--- src/rtl/core/tcg_pkg.sv ---
// package: constants, types and helpers of the tone and chirp test-signal generator
`timescale 1ns / 1ps

package tcg_pkg;

  localparam int SINE_TABLE_BITS = 10;
  localparam int INDEX_BITS      = 16;
  localparam int CMP_W           = (INDEX_BITS > 16) ? INDEX_BITS : 16;

  localparam int OP_A_W = 31;
  localparam int OP_B_W = 17;
  localparam int PROD_W = OP_A_W + OP_B_W;

  localparam logic [15:0] POLY_A    = 16'd51472;
  localparam logic [15:0] POLY_B    = 16'd21167;
  localparam logic [15:0] POLY_C    = 16'd2463;
  localparam logic [18:0] ENV_UNIT  = 19'd32768;
  localparam logic [29:0] UNIT_Q29  = 30'h2000_0000;

  localparam logic [1:0]  RST_MODE       = 2'd2;
  localparam logic [15:0] RST_AMPLITUDE  = 16'd9830;
  localparam logic [14:0] RST_FULL_SCALE = 15'd4500;
  localparam logic [15:0] RST_LENGTH     = 16'd16000;
  localparam logic [11:0] RST_FADE_LEN   = 12'd80;
  localparam logic [30:0] RST_FADE_STEP  = 31'd13421773;

  typedef enum logic [1:0] {
    MODE_TONE    = 2'd0,
    MODE_CHIRP   = 2'd1,
    MODE_SILENCE = 2'd2
  } mode_e;

  typedef enum logic [2:0] {
    REG_MODE       = 3'd0,
    REG_STEP_START = 3'd1,
    REG_STEP_DELTA = 3'd2,
    REG_AMPLITUDE  = 3'd3,
    REG_FULL_SCALE = 3'd4,
    REG_LENGTH     = 3'd5,
    REG_FADE_LEN   = 3'd6,
    REG_FADE_STEP  = 3'd7
  } reg_e;

  typedef enum logic [3:0] {
    ST_IDLE,
    ST_CHECK,
    ST_EPHASE,
    ST_SX2,
    ST_ST1,
    ST_ST2,
    ST_SM,
    ST_ENV,
    ST_AMP,
    ST_VAL,
    ST_SCALE,
    ST_OUT
  } state_e;

  typedef struct packed {
    logic        neg;
    logic [15:0] x;
  } sine_in_t;

  // quarter-wave position and sign of a 32-bit phase
  function automatic sine_in_t sine_in(input logic [31:0] ph);
    logic [SINE_TABLE_BITS-1:0] k;
    logic [14:0]                x15;
    sine_in_t                   r;
    k     = ph[31 -: SINE_TABLE_BITS];
    x15   = 15'(k[SINE_TABLE_BITS-3:0]) << (17 - SINE_TABLE_BITS);
    r.neg = k[SINE_TABLE_BITS-1];
    r.x   = k[SINE_TABLE_BITS-2] ? (16'd32768 - {1'b0, x15}) : {1'b0, x15};
    return r;
  endfunction

endpackage

--- src/rtl/core/tone_chirp_test_signal_generator.sv ---
// top level: tone and linear chirp test-signal generator with raised-cosine fade
`timescale 1ns / 1ps

// One restart word in gives one signed 16-bit sample word out. All multiplies run
// through a single 31x17 multiplier under a small sequencer, one multiply per cycle,
// so the block takes one word at a time and is not ready while it works. After the
// accept a check state sends a finished signal or silence straight to the output
// state; a tone sample first runs square, two polynomial steps, sine, amplitude,
// value and scale, and a chirp sample inside a fade window runs envelope phase, sine
// and square before the main sine. The output state waits while a sample is held
// unaccepted; the output register lets the next word be taken while a sample waits.
// Registers are read live and must only be written while the block is idle.
module tone_chirp_test_signal_generator
  import tcg_pkg::*;
(
  input  logic               clk_i,
  input  logic               rst_ni,
  input  logic               cfg_we_i,
  input  logic [2:0]         cfg_index_i,
  input  logic [30:0]        cfg_data_i,
  input  logic               in_valid_i,
  output logic               in_ready_o,
  input  logic               restart_i,
  output logic               out_valid_o,
  input  logic               out_ready_i,
  output logic signed [15:0] sample_o,
  output logic               last_o
);

  // configuration
  logic [1:0]  mode_q;
  logic [30:0] step_start_q;
  logic [20:0] step_delta_q;
  logic [15:0] amplitude_q;
  logic [14:0] full_scale_q;
  logic [15:0] length_q;
  logic [11:0] fade_len_q;
  logic [30:0] fade_step_q;

  // generator state
  logic [INDEX_BITS-1:0] idx_q;
  logic [31:0]           acc_q;
  logic [31:0]           step_q;

  state_e state_q, state_d;

  // working registers
  logic [15:0] x_q, x2_q, t_q, pos_q, res_q;
  logic [16:0] m_q;
  logic [18:0] env_q;
  logic [19:0] a_q;
  logic [29:0] mag_q;
  logic        neg_q, env_path_q, adv_q, last_res_q;

  logic               out_valid_q;
  logic signed [15:0] sample_q;
  logic               last_q;

  // shared multiplier
  logic [OP_A_W-1:0] op_a;
  logic [OP_B_W-1:0] op_b;
  logic [PROD_W-1:0] prod;

  // decisions
  logic [CMP_W-1:0] idx_ext, len_ext, fl_ext, rem_ext;
  logic             active, tone_like, fade_in, fade_out, is_last, out_free;
  sine_in_t         acc_sin, env_sin;
  logic [15:0]      scaled;

  assign idx_ext   = CMP_W'(idx_q);
  assign len_ext   = CMP_W'(length_q);
  assign fl_ext    = CMP_W'(fade_len_q);
  assign rem_ext   = len_ext - idx_ext;
  assign active    = (idx_ext < len_ext) && (idx_q != {INDEX_BITS{1'b1}});
  assign tone_like = (mode_q == MODE_TONE) || (mode_q == MODE_CHIRP);
  assign fade_in   = idx_ext < fl_ext;
  assign fade_out  = rem_ext < fl_ext;
  assign is_last   = (idx_ext + CMP_W'(1)) == len_ext;
  assign out_free  = !out_valid_q || out_ready_i;
  assign acc_sin   = sine_in(acc_q);
  assign env_sin   = sine_in(prod[31:0]);
  assign scaled    = prod[44:29];
  assign prod      = PROD_W'(op_a) * PROD_W'(op_b);

  always_comb begin
    state_d = state_q;
    unique case (state_q)
      ST_IDLE: begin
        if (in_valid_i) state_d = ST_CHECK;
      end
      ST_CHECK: begin
        if (!active || !tone_like) state_d = ST_OUT;
        else if (mode_q == MODE_CHIRP && (fade_in || fade_out)) state_d = ST_EPHASE;
        else state_d = ST_SX2;
      end
      ST_EPHASE: state_d = ST_SX2;
      ST_SX2:    state_d = ST_ST1;
      ST_ST1:    state_d = ST_ST2;
      ST_ST2:    state_d = ST_SM;
      ST_SM:     state_d = env_path_q ? ST_ENV : ST_AMP;
      ST_ENV:    state_d = ST_SX2;
      ST_AMP:    state_d = ST_VAL;
      ST_VAL:    state_d = ST_SCALE;
      ST_SCALE:  state_d = ST_OUT;
      ST_OUT: begin
        if (out_free) state_d = ST_IDLE;
      end
      default:   state_d = ST_IDLE;
    endcase
  end

  always_comb begin
    in_ready_o = (state_q == ST_IDLE);
    op_a       = '0;
    op_b       = '0;
    unique case (state_q)
      ST_EPHASE: begin op_a = fade_step_q;        op_b = OP_B_W'(pos_q);        end
      ST_SX2:    begin op_a = OP_A_W'(x_q);       op_b = OP_B_W'(x_q);          end
      ST_ST1:    begin op_a = OP_A_W'(x2_q);      op_b = OP_B_W'(POLY_C);       end
      ST_ST2:    begin op_a = OP_A_W'(x2_q);      op_b = OP_B_W'(t_q);          end
      ST_SM:     begin op_a = OP_A_W'(x_q);       op_b = OP_B_W'(t_q);          end
      ST_ENV:    begin op_a = OP_A_W'(m_q);       op_b = m_q;                   end
      ST_AMP:    begin op_a = OP_A_W'(env_q);     op_b = OP_B_W'(amplitude_q);  end
      ST_VAL:    begin op_a = OP_A_W'(a_q);       op_b = m_q;                   end
      ST_SCALE:  begin op_a = OP_A_W'(mag_q);     op_b = OP_B_W'(full_scale_q); end
      default: begin
        op_a = '0;
        op_b = '0;
      end
    endcase
  end

  always_ff @(posedge clk_i or negedge rst_ni) begin
    if (!rst_ni) begin
      mode_q       <= RST_MODE;
      step_start_q <= '0;
      step_delta_q <= '0;
      amplitude_q  <= RST_AMPLITUDE;
      full_scale_q <= RST_FULL_SCALE;
      length_q     <= RST_LENGTH;
      fade_len_q   <= RST_FADE_LEN;
      fade_step_q  <= RST_FADE_STEP;
    end else if (cfg_we_i) begin
      unique case (reg_e'(cfg_index_i))
        REG_MODE:       mode_q       <= cfg_data_i[1:0];
        REG_STEP_START: step_start_q <= cfg_data_i;
        REG_STEP_DELTA: step_delta_q <= cfg_data_i[20:0];
        REG_AMPLITUDE:  amplitude_q  <= cfg_data_i[15:0];
        REG_FULL_SCALE: full_scale_q <= cfg_data_i[14:0];
        REG_LENGTH:     length_q     <= cfg_data_i[15:0];
        REG_FADE_LEN:   fade_len_q   <= cfg_data_i[11:0];
        REG_FADE_STEP:  fade_step_q  <= cfg_data_i;
        default: ;
      endcase
    end
  end

  always_ff @(posedge clk_i or negedge rst_ni) begin
    if (!rst_ni) begin
      state_q     <= ST_IDLE;
      idx_q       <= '0;
      acc_q       <= '0;
      step_q      <= '0;
      out_valid_q <= 1'b0;
      env_path_q  <= 1'b0;
      adv_q       <= 1'b0;
    end else begin
      state_q <= state_d;
      if (out_valid_q && out_ready_i) out_valid_q <= 1'b0;
      unique case (state_q)
        ST_IDLE: begin
          if (in_valid_i && restart_i) begin
            idx_q  <= '0;
            acc_q  <= '0;
            step_q <= {1'b0, step_start_q};
          end
        end
        ST_CHECK: begin
          adv_q      <= active;
          env_path_q <= mode_q == MODE_CHIRP && (fade_in || fade_out);
        end
        ST_ENV: env_path_q <= 1'b0;
        ST_OUT: begin
          if (out_free) begin
            out_valid_q <= 1'b1;
            if (adv_q) begin
              acc_q <= acc_q + step_q;
              idx_q <= idx_q + INDEX_BITS'(1);
              if (mode_q == MODE_CHIRP) begin
                step_q <= step_q + {{11{step_delta_q[20]}}, step_delta_q};
              end
            end
          end
        end
        default: ;
      endcase
    end
  end

  // datapath, no reset needed
  always_ff @(posedge clk_i) begin
    unique case (state_q)
      ST_CHECK: begin
        res_q      <= '0;
        last_res_q <= active && is_last;
        env_q      <= ENV_UNIT;
        pos_q      <= fade_in ? idx_ext[15:0] : rem_ext[15:0];
        x_q        <= acc_sin.x;
        neg_q      <= acc_sin.neg;
      end
      ST_EPHASE: x_q <= env_sin.x;
      ST_SX2:    x2_q <= prod[30:15];
      ST_ST1:    t_q <= POLY_B - prod[30:15];
      ST_ST2:    t_q <= POLY_A - prod[30:15];
      ST_SM:     m_q <= prod[31:15];
      ST_ENV: begin
        env_q <= prod[33:15];
        x_q   <= acc_sin.x;
        neg_q <= acc_sin.neg;
      end
      ST_AMP:    a_q <= prod[34:15];
      ST_VAL:    mag_q <= (prod > PROD_W'(UNIT_Q29)) ? UNIT_Q29 : prod[29:0];
      ST_SCALE:  res_q <= neg_q ? (16'd0 - scaled) : scaled;
      ST_OUT: begin
        if (out_free) begin
          sample_q <= res_q;
          last_q   <= last_res_q;
        end
      end
      default: ;
    endcase
  end

  assign out_valid_o = out_valid_q;
  assign sample_o    = sample_q;
  assign last_o      = last_q;

endmodule

--- config.mk ---
export PLATFORM = sky130hd
export DESIGN_NAME = tone_chirp_test_signal_generator
export DESIGN_NICKNAME = d
export VERILOG_FILES = /design/src/rtl/core/tcg_pkg.sv /design/src/rtl/core/tone_chirp_test_signal_generator.sv
export SDC_FILE = /design/constraint.sdc
export NUM_CORES = 2
export LEC_CHECK = 0
export ABC_AREA = 1
export BUFFER_PORTS_ARGS = -buffer_cell sky130_fd_sc_hd__buf_4
export CORE_MARGIN = 2
export CORE_UTILIZATION = 30
export CTS_BUF_LIST = sky130_fd_sc_hd__clkbuf_8 sky130_fd_sc_hd__clkbuf_16
export DETAILED_ROUTE_END_ITERATION = 12
export PLACE_DENSITY_LB_ADDON = 0.08
export SETUP_SLACK_MARGIN = 0.05
export SYNTH_ARGS = -nofsm -noshare
export SYNTH_HDL_FRONTEND = slang
export SYNTH_SLANG_ARGS = --single-unit
--- constraint.sdc ---
create_clock -name clk_i -period 11.75 [get_ports clk_i]
set_input_delay 1.175 -clock clk_i [delete_from_list [all_inputs] [get_ports clk_i]]
set_output_delay 1.175 -clock clk_i [all_outputs]
set_load 0.005 [all_outputs]
==> impl_metrics.json <==
{
  "worst_setup_path_end_kind": "flop",
  "grt_pass1_vias": 35600,
  "io_pins": 59,
  "synth_top_cell_area_share_pct": 21.1,
  "n_antenna_cell": 0,
  "max_slew_margin_pct": 27.7,
  "max_freq_ghz": 0.0983,
  "clk_transition_reported_paths_ns": 0.06,
  "hold_class": "reg2reg",
  "synth_top_family_by_area": "adder cells",
  "synthAdderAreaFrac_pct": 28.1,
  "drt_pass1_iterations": 6,
  "yosysSeqAreaShare_pct": 27.0,
  "critPathKind": "reg2reg",
  "cp-start-kind": "flop",
  "yosys_most_used_dff": "dfrtp_1",
  "drv_cap": 0,
  "dp_hpwl_um": 132000,
  "routedWlPerCell_um": 22.8,
  "gp_congestion": 0.909,
  "synthCells": 5294,
  "fin_skew_ns": 0.0294,
  "drive_gt1_share_pct": 7.50,
  "cts_buffers": 49,
  "setup_viol": 0,
  "multi_input_area_sq_um": 25900,
  "path_max_fanout": 29,
  "start_util_pct": 30.2,
  "grt_pass1_wl_um": 244000,
  "synthXorXnorAreaFrac_pct": 1.82,
  "fin_setup_tns_ns": 0,
  "ys_top_cells_by_count": "nand2_1 (1,415), inv_1 (985), nor2_1 (531)",
  "synth-compound-area-share_pct": 8.87,
  "coreArea_sq_um": 137000,
  "synth_area_leaders": "fa_1 (21%), edfxtp_1 (13%), nand2_1 (13%), dfrtp_1 (12%), inv_1 (8.9%)",
  "report.final.slew_viol_count": 0,
  "cts_tree": "done",
  "post_cts_resized": 0,
  "synth_most_common_cell": "nand2_1",
  "post_cts_buffers": 0,
  "drt-initial-drc-count": 2800,
  "synth-edff-count": 178,
  "die-area_sq_um": 141000,
  "period_share_pct": 86.6,
  "register_area_sq_um": 11200,
  "ys_types": 62,
  "arrival_ns": 10.50,
  "chipHeight_um": 376,
  "portBuffers": 58,
  "insertion_delay_ns": 0.63,
  "area_growth_pct": 10.8,
  "status": "finished clean",
  "utilization_pct": 33.4,
  "grt_usage_pct": 23.4,
  "finalNetCount": 6057,
  "clockBufferDepth": 3,
  "async_flop_share_pct": 56.5,
  "min_period_ns": 10.17,
  "fp.dieW_um": 376,
  "rsz0062_at_grt": "no",
  "yosysWarnings": 0,
  "vias_per_cell": 4.88,
  "grt_max_degree": 103,
  "rows": 136,
  "synthSimpleGateAreaFrac_pct": 23.3,
  "cts-hold-fix-buffers": 0,
  "vias": 35000,
  "ys_ff_latch": 409,
  "crit_path_max_incr_delay_ns": 0.79,
  "hold_viol": 0,
  "wl_um": 164000,
  "clock-root-buffer": "clkbuf_16",
  "crit_path_top_delay_cell": "nor2_4",
  "crit_path_frequent_cell": "nand2_1",
  "path_buf_inv": 7,
  "grt_antenna_before_repair": 5,
  "crit_required_ns": 12.08,
  "htree_levels": 2,
  "drcViolationCount": 0,
  "grt_overflow": 0,
  "worstMarginPinSlew_ns": 1.08,
  "cts.sinks": 409,
  "postSynthAreaPerCell_sq_um": 7.82,
  "synth.cell_area_sq_um": 41400,
  "synth_top_area_cell": "fa_1",
  "ant_nets": 0,
  "crit_family": "simple AND/OR/NAND/NOR gates",
  "fillers": 14600,
  "muxShareOfSynthArea_pct": 0.136
}
-- state kept, by name, summed over array words and instances (netlist names), 2 cells and up --
register / flops
mode_q: 2
state_q: 4
fade_len_q: 12
a_q: 20
amplitude_q: 16
step_delta_q: 21
sample_o: 16
pos_q: 16
step_q: 32
acc_q: 32
x_q: 9
len_ext: 16
step_start_q: 31
full_scale_q: 15
res_q: 16
idx_ext: 16
m_q: 17
t_q: 16
env_q: 19
mag_q: 30
fade_step_q: 31
x2_q: 16
-- path summary, 6_finish.rpt --
kind | slack [ns] | start | endpoint | cells after the start
min | 0.42 | res_q[6] | sample_o[6] | 0
max | 1.58 | state_q[0] | mag_q[28] | 33
max reg2reg | 1.58 | state_q[0] | mag_q[28] | 33
max in group asynchronous | 9.62 | rst_ni | len_ext[15] | 2
min reg2reg | 0.42 | res_q[6] | sample_o[6] | 0
min in group asynchronous | 0.63 | rst_ni | acc_q[5] | 1
-- per-stage QoR --
step	setup WS [ns]	hold WS, ns	cells	area, sq um
4_1_cts	1.67	0.423	7183	45900
3_3_place_gp	1.75	0.405	7091	44200
6_report	1.58	0.419	7183	45900
2_1_floorplan	3.58	0.400	5303	41400
5_1_grt	1.15	0.425	7183	45900
3_5_place_dp	1.72	0.405	7091	44200
-- worst reg2reg max path: cells and delay by family, from the launching register on --
| kind | cells | cell delay (ns) |
|---|---|---|
| and+or+nand+nor | 18 | 4.17 |
| adders and majority gates | 7 | 3.61 |
| buffers and inverters | 7 | 1.54 |
| DFF | 1 | 0.40 |
| AOI/OAI and AO/OA | 1 | 0.16 |
-- cells by family after synthesis --
| group | count (synthesis) |
|---|---|
| AND/OR/NAND/NOR | 2303 |
| buffers and inverters | 1170 |
| adder cells (fa/ha/maj) | 669 |
| AO/OA/AOI/OAI | 651 |
| flip-flops | 409 |
| XOR/XNOR | 85 |
| multiplexers | 5 |
| other | 2 |
-- cells in the final DEF, fill, tap and decap left out, drive strengths merged, types with 34 or more instances in the layout --
master,count
inv,1022
xor2,64
ha,232
nor2,566
nand2,1452
nand4,54
nand3,148
buf,144
dfstp,34
edfxtp,178
clkbuf,62
o21ai,305
nor3,45
a21oi,183
dfrtp,197
fa,437
-- layout make-up --
type,count,area share (%)
clock buffer,62,3.11
inverter,1020,8.35
multi-input combinational,3724,56.5
clock inverter,30,0.420
timing repair buffer,144,2.37
tap,1794,4.89
sequential,409,24.3
-- per-layer routing --
layer / up-vias / wire length [um] / share of wire [%] / track usage (%)
met3: 140 / 8430 / 5.1 / 2.86
met2: 900 / 70500 / 43 / 35.5
met1: 17500 / 82800 / 50 / 35.9
met5: - / 0 / 0 / 0
met4: 0 / 2370 / 1.4 / 3.42
li1: 16500 / - / - / -
Power is left out: the tool's default activity adds up to more than one toggle a clock period on the data nets, which glitch-free logic cannot reach.
